--- src/design/lre_pkg.sv ---
// Shared types, constants and helper functions for the LED RGB effect envelope.
// Used by every module of the block. Depends on nothing.
`default_nettype none

package lre_pkg;

  localparam int ElapsedW  = 32;                  // width of the elapsed-time field
  localparam int DigitW    = 4;                   // bits folded in per reduction stage
  localparam int NumDigits = ElapsedW / DigitW;   // reduction pipeline depth
  localparam int PhaseW    = 12;                  // holds any phase below the longest period
  localparam int ColorW    = 8;                   // drive level width
  localparam int LvlW      = 10;                  // envelope numerator and divisor width
  localparam int ProdW     = ColorW + LvlW;       // base times numerator
  localparam int QuotW     = ColorW;              // quotient bits, one per divider stage

  typedef enum logic [3:0] {
    FX_SLOW     = 4'd0,
    FX_HARMONY  = 4'd1,
    FX_JUMP     = 4'd2,
    FX_QUICK    = 4'd3,
    FX_MUSIC    = 4'd4,
    FX_SPACE    = 4'd5,
    FX_PAD      = 4'd6,
    FX_LOADING  = 4'd7,
    FX_KILL     = 4'd8,
    FX_SPKILL   = 4'd9,
    FX_VICTORY  = 4'd10
  } lre_effect_t;

  typedef struct packed {
    logic [3:0]        effect;
    logic [ColorW-1:0] red;
    logic [ColorW-1:0] green;
    logic [ColorW-1:0] blue;
  } lre_side_t;

  typedef struct packed {
    logic [LvlW-1:0] num;
    logic [LvlW-1:0] dvs;
  } lre_seg_t;

  // Period of each effect in milliseconds. Effects without a period use one.
  function automatic logic [PhaseW-1:0] period_of(input logic [3:0] fx);
    logic [PhaseW-1:0] p;
    case (lre_effect_t'(fx))
      FX_SLOW, FX_LOADING, FX_KILL: p = 12'd2000;
      FX_HARMONY:                   p = 12'd1000;
      FX_JUMP:                      p = 12'd420;
      FX_QUICK:                     p = 12'd400;
      FX_SPACE:                     p = 12'd2560;
      FX_PAD:                       p = 12'd240;
      FX_SPKILL:                    p = 12'd1700;
      FX_VICTORY:                   p = 12'd960;
      default:                      p = 12'd1;
    endcase
    return p;
  endfunction

  // One digit of a remainder: (r * 2^DigitW + d) mod m, given r < m.
  function automatic logic [PhaseW-1:0] mod_step(input logic [PhaseW-1:0] r,
                                                 input logic [DigitW-1:0] d,
                                                 input logic [PhaseW-1:0] m);
    logic [PhaseW+DigitW-1:0] x;
    logic [PhaseW+DigitW-1:0] ms;
    x  = {r, d};
    ms = '0;
    for (int j = DigitW - 1; j >= 0; j--) begin
      ms = {{DigitW{1'b0}}, m} << j;
      if (x >= ms) begin
        x = x - ms;
      end
    end
    return x[PhaseW-1:0];
  endfunction

  // Triangle over steps of width w: even steps rise, odd steps fall.
  // The step index never exceeds eight for the phases that reach here.
  function automatic logic [ColorW-1:0] tri_level(input logic [PhaseW-1:0] x,
                                                  input logic [ColorW-1:0] w);
    logic [3:0]        k;
    logic [PhaseW-1:0] off;
    k = '0;
    for (int i = 1; i <= 8; i++) begin
      if (x >= PhaseW'(i) * {4'b0000, w}) begin
        k = k + 4'd1;
      end
    end
    off = x - PhaseW'(k) * {4'b0000, w};
    return k[0] ? (w - off[ColorW-1:0]) : off[ColorW-1:0];
  endfunction

endpackage

`default_nettype wire

--- src/design/lre_mod_reduce.sv ---
// Pipelined reduction of the elapsed time modulo the period of the selected effect.
// Uses lre_pkg for widths, the period table and the digit step.
`default_nettype none

module lre_mod_reduce (
  input  logic                          clk,
  input  logic                          rst_n,
  input  logic                          in_valid,
  input  logic [lre_pkg::ElapsedW-1:0]  elapsed_ms,
  input  lre_pkg::lre_side_t            side,
  output logic                          out_valid,
  output logic [lre_pkg::PhaseW-1:0]    phase,
  output lre_pkg::lre_side_t            out_side
);

  localparam int N = lre_pkg::NumDigits;

  logic [N-1:0]                     vld_r;
  logic [lre_pkg::PhaseW-1:0]       rem_r  [N];
  logic [lre_pkg::PhaseW-1:0]       per_r  [N];
  logic [lre_pkg::ElapsedW-1:0]     els_r  [N];
  lre_pkg::lre_side_t               side_r [N];
  logic [lre_pkg::PhaseW-1:0]       per_in;

  assign per_in = lre_pkg::period_of(side.effect);

  always_ff @(posedge clk) begin
    if (!rst_n) begin
      vld_r <= '0;
    end else begin
      vld_r <= {vld_r[N-2:0], in_valid};
    end
  end

  // Each stage folds in the next digit, most significant first.
  always_ff @(posedge clk) begin
    rem_r[0]  <= lre_pkg::mod_step('0,
                   elapsed_ms[lre_pkg::ElapsedW-1 -: lre_pkg::DigitW], per_in);
    per_r[0]  <= per_in;
    els_r[0]  <= elapsed_ms;
    side_r[0] <= side;
    for (int k = 1; k < N; k++) begin
      rem_r[k]  <= lre_pkg::mod_step(rem_r[k-1],
                     els_r[k-1][lre_pkg::ElapsedW-1-lre_pkg::DigitW*k -: lre_pkg::DigitW],
                     per_r[k-1]);
      per_r[k]  <= per_r[k-1];
      els_r[k]  <= els_r[k-1];
      side_r[k] <= side_r[k-1];
    end
  end

  assign out_valid = vld_r[N-1];
  assign phase     = rem_r[N-1];
  assign out_side  = side_r[N-1];

endmodule

`default_nettype wire

--- src/design/lre_segment.sv ---
// Envelope segment selection: turns effect and phase into a numerator and divisor.
// Uses lre_pkg for the effect codes, the segment type and the triangle helper.
`default_nettype none

module lre_segment (
  input  logic                        clk,
  input  logic                        rst_n,
  input  logic                        in_valid,
  input  logic [lre_pkg::PhaseW-1:0]  phase,
  input  lre_pkg::lre_side_t          side,
  output logic                        out_valid,
  output lre_pkg::lre_seg_t           seg,
  output lre_pkg::lre_side_t          out_side
);

  logic                        valid_r;
  lre_pkg::lre_seg_t           seg_r;
  lre_pkg::lre_seg_t           seg_nxt;
  lre_pkg::lre_side_t          side_r;
  logic [lre_pkg::PhaseW-1:0]  t;
  logic [lre_pkg::PhaseW-1:0]  n12;
  logic [lre_pkg::LvlW-1:0]    d10;

  assign t = phase;

  always_comb begin
    n12 = '0;
    d10 = 10'd1;
    case (lre_pkg::lre_effect_t'(side.effect))
      lre_pkg::FX_SLOW: begin
        d10 = 10'd1000;
        n12 = (t < 12'd1000) ? t : 12'd2000 - t;
      end
      lre_pkg::FX_HARMONY: begin
        d10 = 10'd330;
        if (t < 12'd330)       n12 = t;
        else if (t <= 12'd660) n12 = 12'd660 - t;
        else                   n12 = '0;
      end
      lre_pkg::FX_JUMP: begin
        d10 = 10'd160;
        if (t < 12'd160)       n12 = t;
        else if (t <= 12'd320) n12 = 12'd320 - t;
        else                   n12 = '0;
      end
      lre_pkg::FX_QUICK: begin
        d10 = 10'd200;
        n12 = (t < 12'd200) ? t : 12'd400 - t;
      end
      lre_pkg::FX_MUSIC: begin
        n12 = 12'd1;
        d10 = 10'd1;
      end
      lre_pkg::FX_SPACE: begin
        if (t < 12'd120) begin
          n12 = t;             d10 = 10'd120;
        end else if (t < 12'd420) begin
          n12 = 12'd1;         d10 = 10'd1;
        end else if (t < 12'd600) begin
          n12 = 12'd600 - t;   d10 = 10'd180;
        end else if (t < 12'd1860) begin
          n12 = {4'b0000, lre_pkg::tri_level(t - 12'd600, 8'd140)};
          d10 = 10'd140;
        end else if (t < 12'd2160) begin
          n12 = 12'd1;         d10 = 10'd1;
        end else begin
          n12 = 12'd2560 - t;  d10 = 10'd400;
        end
      end
      lre_pkg::FX_PAD: begin
        if (t < 12'd80) begin
          n12 = t;             d10 = 10'd80;
        end else if (t < 12'd160) begin
          n12 = 12'd1;         d10 = 10'd1;
        end else begin
          n12 = 12'd240 - t;   d10 = 10'd80;
        end
      end
      lre_pkg::FX_LOADING: begin
        d10 = 10'd1000;
        n12 = (t < 12'd1000) ? 12'd1000 - t : t - 12'd1000;
      end
      lre_pkg::FX_KILL: begin
        if (t < 12'd250) begin
          n12 = t;             d10 = 10'd250;
        end else if (t < 12'd1500) begin
          n12 = 12'd1;         d10 = 10'd1;
        end else begin
          n12 = 12'd2000 - t;  d10 = 10'd500;
        end
      end
      lre_pkg::FX_SPKILL: begin
        d10 = 10'd125;
        if (t < 12'd125)       n12 = 12'd125 - t;
        else if (t < 12'd250)  n12 = t - 12'd125;
        else if (t < 12'd375) begin
          n12 = 12'd1;         d10 = 10'd1;
        end
        else if (t < 12'd500)  n12 = 12'd500 - t;
        else if (t < 12'd625)  n12 = t - 12'd500;
        else if (t < 12'd750) begin
          n12 = 12'd1;         d10 = 10'd1;
        end
        else if (t < 12'd875)  n12 = 12'd875 - t;
        else if (t < 12'd1000) n12 = t - 12'd875;
        else begin
          n12 = 12'd1700 - t;  d10 = 10'd700;
        end
      end
      lre_pkg::FX_VICTORY: begin
        n12 = {4'b0000, lre_pkg::tri_level(t, 8'd160)};
        d10 = 10'd160;
      end
      default: begin
        n12 = '0;
        d10 = 10'd1;
      end
    endcase
    seg_nxt.num = n12[lre_pkg::LvlW-1:0];
    seg_nxt.dvs = d10;
  end

  always_ff @(posedge clk) begin
    if (!rst_n) begin
      valid_r <= 1'b0;
    end else begin
      valid_r <= in_valid;
    end
  end

  always_ff @(posedge clk) begin
    seg_r  <= seg_nxt;
    side_r <= side;
  end

  assign out_valid = valid_r;
  assign seg       = seg_r;
  assign out_side  = side_r;

endmodule

`default_nettype wire

--- src/design/lre_lane.sv ---
// One color lane: multiplies the base level by the numerator, then divides by the
// divisor in a restoring pipeline, one quotient bit per stage. Uses lre_pkg widths.
`default_nettype none

module lre_lane (
  input  logic                        clk,
  input  logic [lre_pkg::ColorW-1:0]  base,
  input  logic [lre_pkg::LvlW-1:0]    num,
  input  logic [lre_pkg::LvlW-1:0]    dvs,
  output logic [lre_pkg::ColorW-1:0]  level
);

  localparam int Q  = lre_pkg::QuotW;
  localparam int PW = lre_pkg::ProdW;
  localparam int LW = lre_pkg::LvlW;

  logic [PW-1:0] prod_r;
  logic [LW-1:0] dvs0_r;
  logic [PW-1:0] rem_r   [Q];
  logic [LW-1:0] dvs_r   [Q];
  logic [Q-1:0]  quo_r   [Q];
  logic [PW-1:0] rem_nxt [Q];
  logic [Q-1:0]  quo_nxt [Q];
  logic [PW-1:0] rem_in  [Q];
  logic [LW-1:0] dvs_in  [Q];
  logic [Q-1:0]  quo_in  [Q];

  always_ff @(posedge clk) begin
    prod_r <= {{(PW-lre_pkg::ColorW){1'b0}}, base} * {{(PW-LW){1'b0}}, num};
    dvs0_r <= dvs;
  end

  always_comb begin
    logic [PW-1:0] ds;
    ds = '0;
    for (int s = 0; s < Q; s++) begin
      if (s == 0) begin
        rem_in[s] = prod_r;
        dvs_in[s] = dvs0_r;
        quo_in[s] = '0;
      end else begin
        rem_in[s] = rem_r[s-1];
        dvs_in[s] = dvs_r[s-1];
        quo_in[s] = quo_r[s-1];
      end
      ds = {{(PW-LW){1'b0}}, dvs_in[s]} << (Q - 1 - s);
      if (rem_in[s] >= ds) begin
        rem_nxt[s] = rem_in[s] - ds;
        quo_nxt[s] = {quo_in[s][Q-2:0], 1'b1};
      end else begin
        rem_nxt[s] = rem_in[s];
        quo_nxt[s] = {quo_in[s][Q-2:0], 1'b0};
      end
    end
  end

  always_ff @(posedge clk) begin
    for (int s = 0; s < Q; s++) begin
      rem_r[s] <= rem_nxt[s];
      dvs_r[s] <= dvs_in[s];
      quo_r[s] <= quo_nxt[s];
    end
  end

  assign level = quo_r[Q-1];

endmodule

`default_nettype wire

--- src/design/led_rgb_effect_envelope.sv ---
// Top level of the LED RGB effect envelope: phase reduction, segment selection,
// three color lanes and the merging output register. Uses lre_pkg and all lre_ modules.
//
//   Channel   Handshake        Payload
//   input     start / busy     in_effect, in_elapsed_ms, in_red, in_green, in_blue
//   result    out_valid        out_red_level, out_green_level, out_blue_level
//
// An item is transferred at every rising edge where start is high; busy is always low,
// so one item can be taken in every cycle. Each result passes in order through the
// modulo reduction stages (one 4-bit elapsed-time digit per stage), the segment selection
// register, the multiply register and the restoring divider stages of the color lanes,
// and the output register. The receiver cannot stall; out_valid is high for exactly one
// cycle per result. Reset is synchronous, active low, and clears only valids.
`default_nettype none

module led_rgb_effect_envelope (
  input  logic                          clk,
  input  logic                          rst_n,
  input  logic                          start,
  output logic                          busy,
  input  logic [3:0]                    in_effect,
  input  logic [lre_pkg::ElapsedW-1:0]  in_elapsed_ms,
  input  logic [lre_pkg::ColorW-1:0]    in_red,
  input  logic [lre_pkg::ColorW-1:0]    in_green,
  input  logic [lre_pkg::ColorW-1:0]    in_blue,
  output logic                          out_valid,
  output logic [lre_pkg::ColorW-1:0]    out_red_level,
  output logic [lre_pkg::ColorW-1:0]    out_green_level,
  output logic [lre_pkg::ColorW-1:0]    out_blue_level
);

  // The lanes hold one multiply register plus one divider register per quotient bit.
  localparam int LaneLat = 1 + lre_pkg::QuotW;

  lre_pkg::lre_side_t          in_side;
  logic                        mod_valid;
  logic [lre_pkg::PhaseW-1:0]  mod_phase;
  lre_pkg::lre_side_t          mod_side;
  logic                        seg_valid;
  lre_pkg::lre_seg_t           seg;
  lre_pkg::lre_side_t          seg_side;
  logic [LaneLat-1:0]          lane_vld_r;
  logic [lre_pkg::ColorW-1:0]  red_lvl;
  logic [lre_pkg::ColorW-1:0]  green_lvl;
  logic [lre_pkg::ColorW-1:0]  blue_lvl;
  logic                        out_valid_r;
  logic [lre_pkg::ColorW-1:0]  red_r;
  logic [lre_pkg::ColorW-1:0]  green_r;
  logic [lre_pkg::ColorW-1:0]  blue_r;

  // Every stage advances each cycle, so the block never refuses a transfer.
  assign busy = 1'b0;

  assign in_side.effect = in_effect;
  assign in_side.red    = in_red;
  assign in_side.green  = in_green;
  assign in_side.blue   = in_blue;

  // Elapsed time modulo the period of the selected effect.
  lre_mod_reduce u_mod (
    .clk        (clk),
    .rst_n      (rst_n),
    .in_valid   (start),
    .elapsed_ms (in_elapsed_ms),
    .side       (in_side),
    .out_valid  (mod_valid),
    .phase      (mod_phase),
    .out_side   (mod_side)
  );

  // Piecewise-linear envelope: numerator and divisor for this phase.
  lre_segment u_seg (
    .clk       (clk),
    .rst_n     (rst_n),
    .in_valid  (mod_valid),
    .phase     (mod_phase),
    .side      (mod_side),
    .out_valid (seg_valid),
    .seg       (seg),
    .out_side  (seg_side)
  );

  // Three identical lanes scale the colors side by side with the same fraction.
  lre_lane u_lane_red (
    .clk   (clk),
    .base  (seg_side.red),
    .num   (seg.num),
    .dvs   (seg.dvs),
    .level (red_lvl)
  );

  lre_lane u_lane_green (
    .clk   (clk),
    .base  (seg_side.green),
    .num   (seg.num),
    .dvs   (seg.dvs),
    .level (green_lvl)
  );

  lre_lane u_lane_blue (
    .clk   (clk),
    .base  (seg_side.blue),
    .num   (seg.num),
    .dvs   (seg.dvs),
    .level (blue_lvl)
  );

  // The valid marker travels alongside the lanes, which carry payload only.
  always_ff @(posedge clk) begin
    if (!rst_n) begin
      lane_vld_r  <= '0;
      out_valid_r <= 1'b0;
    end else begin
      lane_vld_r  <= {lane_vld_r[LaneLat-2:0], seg_valid};
      out_valid_r <= lane_vld_r[LaneLat-1];
    end
  end

  // Merge stage: the three lane results are registered together as one result.
  always_ff @(posedge clk) begin
    red_r   <= red_lvl;
    green_r <= green_lvl;
    blue_r  <= blue_lvl;
  end

  assign out_valid       = out_valid_r;
  assign out_red_level   = red_r;
  assign out_green_level = green_r;
  assign out_blue_level  = blue_r;

endmodule

`default_nettype wire

--- config.mk ---
export PLATFORM = sky130hd
export DESIGN_NAME = led_rgb_effect_envelope
export DESIGN_NICKNAME = d
export VERILOG_FILES = /design/src/design/lre_pkg.sv /design/src/design/lre_mod_reduce.sv /design/src/design/lre_segment.sv /design/src/design/lre_lane.sv /design/src/design/led_rgb_effect_envelope.sv
export SDC_FILE = /design/constraint.sdc
export NUM_CORES = 2
export LEC_CHECK = 0
export BUFFER_PORTS_ARGS = -buffer_cell sky130_fd_sc_hd__buf_2
export CORE_MARGIN = 10
export CORE_UTILIZATION = 57
export CTS_CLUSTER_DIAMETER = 100
export DETAILED_ROUTE_END_ITERATION = 10
export PLACE_DENSITY = 0.85
export SYNTH_ARGS = -nofsm -noshare
export SYNTH_HDL_FRONTEND = slang
export SYNTH_SLANG_ARGS = --single-unit
export TNS_END_PERCENT = 100
--- constraint.sdc ---
create_clock -name clk -period 9.2 [get_ports clk]
set_input_delay 1.38 -clock clk [delete_from_list [all_inputs] [get_ports clk]]
set_output_delay 1.38 -clock clk [all_outputs]
set_load 0.01 [all_outputs]
After elaboration in Yosys (flattened, before gate mapping)
Memory sizes are Yosys's and may differ from the RTL's. A register that Yosys moved wholly into a read port is not among the register bits.
Cells that the tools add are included.
{"block": "classes", "addsub": 91, "reduce_logical": 3, "n_mux": 189, "n_mul": 5, "order_cmp": 92, "shift": 0, "bitwise_logic": 0, "n_div": 0, "n_eq_ne": 10}
{"operator": "2-to-1 mux 18 bit", "n": 24}
{"operator": "2-to-1 mux 16 bit", "n": 24}
{"operator": "2-to-1 mux 10 bit", "n": 38}
{"operator": "2-to-1 mux 4 bit", "n": 62}
{"operator": ">= comparator 16 x 12 -> 1 bit", "n": 8}
{"operator": ">= comparator 16 x 13 -> 1 bit", "n": 8}
{"operator": ">= comparator 16 x 14 -> 1 bit", "n": 8}
{"operator": "subtractor 16 x 13 -> 16 bit", "n": 8}
{"operator": "subtractor 16 x 14 -> 16 bit", "n": 8}
{"operator": ">= comparator 16 x 15 -> 1 bit", "n": 7}
{"operator": "subtractor 16 x 15 -> 16 bit", "n": 7}
{"operator": "one-hot mux 10 bit (11 select lines)", "n": 1}
{"operator": "2-to-1 mux 12 bit", "n": 8}
{"operator": "subtractor 12 bit", "n": 8}
{"operator": ">= comparator 12 x 10 -> 1 bit (second input constant)", "n": 7}
{"operator": "one-hot mux 10 bit (8 select lines)", "n": 1}
{"operator": "subtractor 10 bit (first input constant)", "n": 7}
{"operator": "< comparator 12 x 10 -> 1 bit (second input constant)", "n": 5}
{"operator": "adder 4 x 1 -> 4 bit (second input constant)", "n": 14}
{"operator": ">= comparator 18 x 10 -> 1 bit", "n": 3}
{"operator": ">= comparator 18 x 11 -> 1 bit", "n": 3}
{"operator": ">= comparator 18 x 12 -> 1 bit", "n": 3}
{"operator": ">= comparator 18 x 13 -> 1 bit", "n": 3}
{"operator": ">= comparator 18 x 14 -> 1 bit", "n": 3}
{"operator": "other kinds (45)", "n": 122}
{"block": "word_totals", "latchBits": 0, "n_memories": 14, "word_cells": 417, "mem_bits_rw": 1536, "input_bits": 63, "romBits": 176, "regBits": 127}
{"name": "u_mod.els_r", "words": 8, "width": 32, "rd": 7, "rd_ports_with_merged_regs": 0, "write_ports": 8, "line_no": "lre_mod_reduce.sv:21", "source": "logic [lre_pkg::ElapsedW-1:0] els_r [N];"}
{"name": "u_mod.side_r", "words": 8, "width": 28, "rd": 8, "rd_ports_with_merged_regs": 0, "write_ports": 8, "line_no": "lre_mod_reduce.sv:22", "source": "lre_pkg::lre_side_t side_r [N];"}
{"name": "(name not given)", "words": 16, "width": 11, "rd": 1, "rd_ports_with_merged_regs": 0, "write_ports": 0, "line_no": "lre_pkg.sv:45", "source": "case (lre_effect_t'(fx))"}
{"name": "u_lane_blue.rem_r", "words": 8, "width": 18, "rd": 7, "rd_ports_with_merged_regs": 0, "write_ports": 8, "line_no": "lre_lane.sv:19", "source": "logic [PW-1:0] rem_r [Q];"}
{"name": "u_lane_green.rem_r", "words": 8, "width": 18, "rd": 7, "rd_ports_with_merged_regs": 0, "write_ports": 8, "line_no": "lre_lane.sv:19"}
{"name": "u_lane_red.rem_r", "words": 8, "width": 18, "rd": 7, "rd_ports_with_merged_regs": 0, "write_ports": 8, "line_no": "lre_lane.sv:19"}
{"name": "8 more memories"}

Depth between registers and ports, before layout
An unclocked memory read counts as a cell.
{"block": "depth", "depth_word": 67, "ltp_mapped": 50, "ltp_nobuf": 46}

Modules after synthesis
Synthesis repeated with hierarchy kept, for this count alone.
{"block": "hier_totals", "hier_cells": 8654, "hier_area_um2": 79123.4}
{"module": "lre_mod_reduce", "n_inst": 1, "area_per_inst_um2": 32607.5, "seq_area_each_um2": 10349.9, "cells_each": 3767}
{"module": "lre_lane at u_lane_blue ...", "n_inst": 2, "area_per_inst_um2": 13062.5, "seq_area_each_um2": 5205.0, "cells_each": 1299}
{"module": "lre_lane at u_lane_red", "n_inst": 1, "area_per_inst_um2": 13133.8, "seq_area_each_um2": 5205.0, "cells_each": 1324}
{"module": "lre_segment", "n_inst": 1, "area_per_inst_um2": 6502.5, "seq_area_each_um2": 980.9, "cells_each": 919}
{"module": "led_rgb_effect_envelope", "n_inst": 1, "area_per_inst_um2": 754.5, "seq_area_each_um2": 680.7, "cells_each": 46}

Least setup slack after synthesis
OpenSTA, ideal clock, no wires.
{"block": "synth_path", "kind": "in2reg", "start": "in in_effect[3]", "end": "mem u_mod.rem_r[0][10] (netlist name)", "path_stages": 42, "required_ps": 9079, "setup_time_ps": 121, "path_slack_ps": -499, "arrival_time_ps": 9578, "cell_sequence": "buf_2 buf_2 o21ai_0 nand2_1 ha_1 nor4b_1 o21ai_0 nor4_2 nand2_1 nor2_1 ha_1 and4_1 nand4_1 inv_1 a21boi_0 a31oi_1 nor2_1 clkbuf_1 [6 not listed] a311o_1 a311o_1 nand3_1 clkbuf_1 mux2i_1 ha_1 nor2b_1 o21ai_0 nand2_1 a21o_1 a21o_1 a21oi_1 o21bai_1 nor2b_1 nor2_1 nand3_1 buf_2 mux2_2"}
{"item": "start: declaration", "line_no": "led_rgb_effect_envelope.sv:21", "source": "input logic [3:0] in_effect,"}
{"item": "end: declaration", "line_no": "lre_mod_reduce.sv:19", "source": "logic [lre_pkg::PhaseW-1:0] rem_r [N];"}

==> reports/summary.log <==
qor: outcome.outcome complete, no violations
qor: final_layout.areaGrowthSynthToFinish 13.5%
qor: yosys.synthesis.nets 9,231
qor: floorplan.design.die.area 142,000 um^2
qor: yosys.synth.top_cells.by_area dfxtp_1 33%, ha_1 13%, fa_1 4.6%
qor: placed_design.gpl.final_weighted_congestion 0.978
qor: min_path.timing.hold.worst.class reg -> reg
qor: placed_design.dp_hpwl 147 mm
qor: clocking.clock_latency 0.79 ns
qor: clocking.clock_sinks 1,216
qor: sta.max_freq 0.112 GHz
qor: clocking.tritoncts built
qor: clocking.clkSlewWorstSetupHoldPaths 0.06 ns
qor: global_route.grt_antenna_before_repair 5
qor: yosys.synth-edff-count 0
qor: yosys.syn-instance-count 8,224
qor: global_route.wire_length_of_the_first_global_routing_pass 303 mm
qor: min_path.holdPathStages 0
qor: placed_design.io_buffers 87
qor: floorplan.num_rows 131
qor: yosys.ys.flop_type dfxtp_1
qor: clocking.cts-root-to-sink-buffers 3
qor: sta.slew_headroom 0.196
qor: floorplan.top_level_ports 89
qor: setup_path.required 9.81 ns
qor: clocking.tritoncts.num_buffers 121
qor: final_layout.finalCoreUtilization 0.649
qor: yosys.yosys.area.top_type_share 0.335
qor: min_path.hp-start u_seg.seg[8]$_DFF_P_
qor: yosys.ys.warnings.count 0
qor: setup_path.timing.critical_path.mode_cell nand2_1
qor: sta.timing.clock.skew 0.0681 ns
qor: setup_path.critical_path.max_stage_delay 0.45 ns
qor: min_path.hold-path-endpoint u_lane_blue.dvs0_r[8]$_DFF_P_
qor: setup_path.setup.reg_to_reg.worst_slack 0.25 ns
qor: yosys.synthTopCellsByCount 1,216 x dfxtp_1, 777 x ha_1, 709 x nand2_1
qor: floorplan.design.core.area 127,000 um^2
qor: global_route.grt_pass1_vias 60,100
qor: setup_path.timing.critical_path.max_delay_family simple AND/OR/NAND/NOR gates
qor: sta.min_period 8.95 ns
qor: floorplan.die_w 377 um
qor: clocking.clock_tree.root_cell clkbuf_16
qor: drt.routed_length_per_placed_instance 18.4 um
qor: sta.fin_crit_sh 0.973
qor: yosys.synthesis.area 72,700 um^2
qor: drt.detail_route.wirelength 191 mm
qor: sta.timing.final.hold_violations 0
qor: global_route.grt_start_max_net_pins 34
qor: drt.remaining_design_rule_violation_count 0
qor: setup_path.worst_r2r_startpoint u_mod.per_r[0][9]$_DFF_P_
qor: drt.vias 60,800
qor: setup_path.endpoint_class_of_the_critical_path flop
qor: drt.detail_route.iter0.violations 4,565
qor: setup_path.rr_worst_depth 42
qor: sta.worst-slew-pin-transition 1.20 ns
qor: setup_path.critPathArrivalTime 9.56 ns
qor: yosys.postSynth.asyncResetShare 0
qor: yosys.yosys.cell_types.count 112
qor: yosys.avg_synthesized_cell_area 8.84 um^2
qor: final_layout.finalNetCount 9,612
qor: setup_path.r2r-end u_mod.rem_r[0][20]$_DFF_P_
qor: setup_path.critical_path.n_buffers_inverters 7
qor: setup_path.path_max_fanout 16
qor: yosys.yosys.area.top_type dfxtp_1
qor: flow_run.maxCapViolations 0
qor: clocking.cts_hold_repair.buffers 0
qor: global_route.track_usage 0.257
qor: yosys.synth_seq_cells 1,216
qor: drt.antenna_violating_nets_post_route 0
qor: global_route.aggregate_global_routing_overflow 0
qor: yosys.synth_most_common_cell dfxtp_1
qor: sta.report.final.slew_viol_count 0
qor: placed_design.place.detailed.instances 10,100
qor: final_layout.post_route_cells_drive_above_1_share 0.121
qor: drt.route.detailed.vias_per_inst 5.86
qor: floorplan.chipHeight 377 um
qor: setup_path.timing.critical_path.from_type flop
qor: clocking.htree_num_levels 3
qor: yosys.sequential_to_total_area_share_from_yosys_stat 0.335
qor: sta.setup_violations 0
qor: drt.firstDrtPassIters 8
qor: final_layout.finish.cell_count_without_fillers 10,400
qor: setup_path.critical_path.slowest_cell or4_4
qor: setup_path.critical_path_class reg -> reg
qor: floorplan.initial_standard_cell_utilization_of_the_core 0.572
layer usage:
layer  share of wire  vias to the layer above  global-route usage
met3           0.058                      583              0.0407
met2            0.47                     2133               0.442
met1            0.42                    28600               0.314
li1                -                    29500                   -
met5               0                        -                   0
met4           0.049                        0               0.116
cell usage in the layout, fill, tap and decap left out, types with 44 or more instances in the layout:
master	count
nor3_1	124
o211ai_1	45
nand3_1	129
a21o_1	227
mux2i_1	78
o31ai_1	67
nor4_1	59
clkbuf_16	122
a31oi_1	49
o21bai_1	44
and2_1	207
nand2_1	705
nand2b_1	151
nand4_1	81
nor2_1	541
buf_4	344
o21ai_0	480
buf_2	87
o21ai_1	51
mux2_2	136
xnor2_1	347
xor2_1	194
nor2b_1	130
a21oi_1	596
ha_1	746
o21a_1	63
inv_1	654
fa_1	167
dfxtp_1	1210
and3_1	44
repair_timing:
action                     4_1_cts  5_1_grt
gates resized for setup         10      210
pin swaps                        1       44
setup buffers                    0       45
cloned                           0        1
setup endpoints to repair       56       96
cell type report:
class,instances,area [um^2]
diodes,3,7.51
clock buffers,150,3270
clock inverters,79,1120
fillers,10200,44600
inverters,669,2510
multi-input cells,6151,46000
flip-flops and latches,1216,24400
well taps,1662,2080
repair buffers,446,3230
kinds of logic (layout without fill, tap and decap cells):
kind of cell	after synthesis	after routing	synth area share
multiplexers	250	250	0.0374
AND/OR/NAND/NOR	2394	2395	0.163
other	1	4	0.0000516
AO/OA/AOI/OAI	2019	2019	0.175
XOR/XNOR	541	541	0.0651
adder cells (fa/ha/maj)	945	945	0.180
flip-flops	1216	1216	0.335
buffers and inverters	858	1344	0.0448
worst max path at each step:
stage	cells after the start	startpoint	slack (ns)	end
after floorplan	42	in_effect[3]	0.06	u_mod.rem_r[0][10]$_DFF_P_
after global placement	42	in_effect[0]	-0.37	u_mod.rem_r[0][10]$_DFF_P_
after detailed placement	42	in_effect[0]	-0.59	u_mod.rem_r[0][11]$_DFF_P_
after CTS	45	u_mod.per_r[0][31]$_DFF_P_	0.02	u_mod.rem_r[0][46]$_DFF_P_
after global routing	45	u_mod.per_r[0][7]$_DFF_P_	-0.20	u_mod.rem_r[0][20]$_DFF_P_
final	42	u_mod.per_r[0][9]$_DFF_P_	0.25	u_mod.rem_r[0][20]$_DFF_P_
per-stage QoR:
stage	setup slack, ns	setup TNS (ns)	hold WS, ns	area, um^2
floorplan	0.0580	0	0.310	72700
global placement	-0.371	-3.76	0.310	77000
detailed placement	-0.594	-8.85	0.312	77000
CTS	0.0239	0	0.281	81400
global route	-0.198	-1.78	0.284	82600
finish	0.249	0	0.285	82600
flip-flops by register name, indices dropped and copies added, names as in the netlist, 69 cells and up:
name and flops:
u_mod.side_r 224, u_lane_blue.rem_r 126, u_lane_green.rem_r 126, u_lane_red.rem_r 126, u_mod.rem_r 96, u_mod.per_r 77, u_lane_green.dvs_r 69, u_mod.els_r 112
worst register-to-register path, delay by kind of cell (launching register included):
family                   cells  cell delay, ns
AND/OR/NAND/NOR             17            2.92
AO/OA/AOI/OAI               12            2.44
buffers and inverters        7            1.22
adder cells (fa/ha/maj)      4            1.21
multiplexers                 2            0.70
flip-flops                   1            0.37
Power is left out: the tool's default activity adds up to more than one toggle a clock period on the data nets, which glitch-free logic cannot reach.
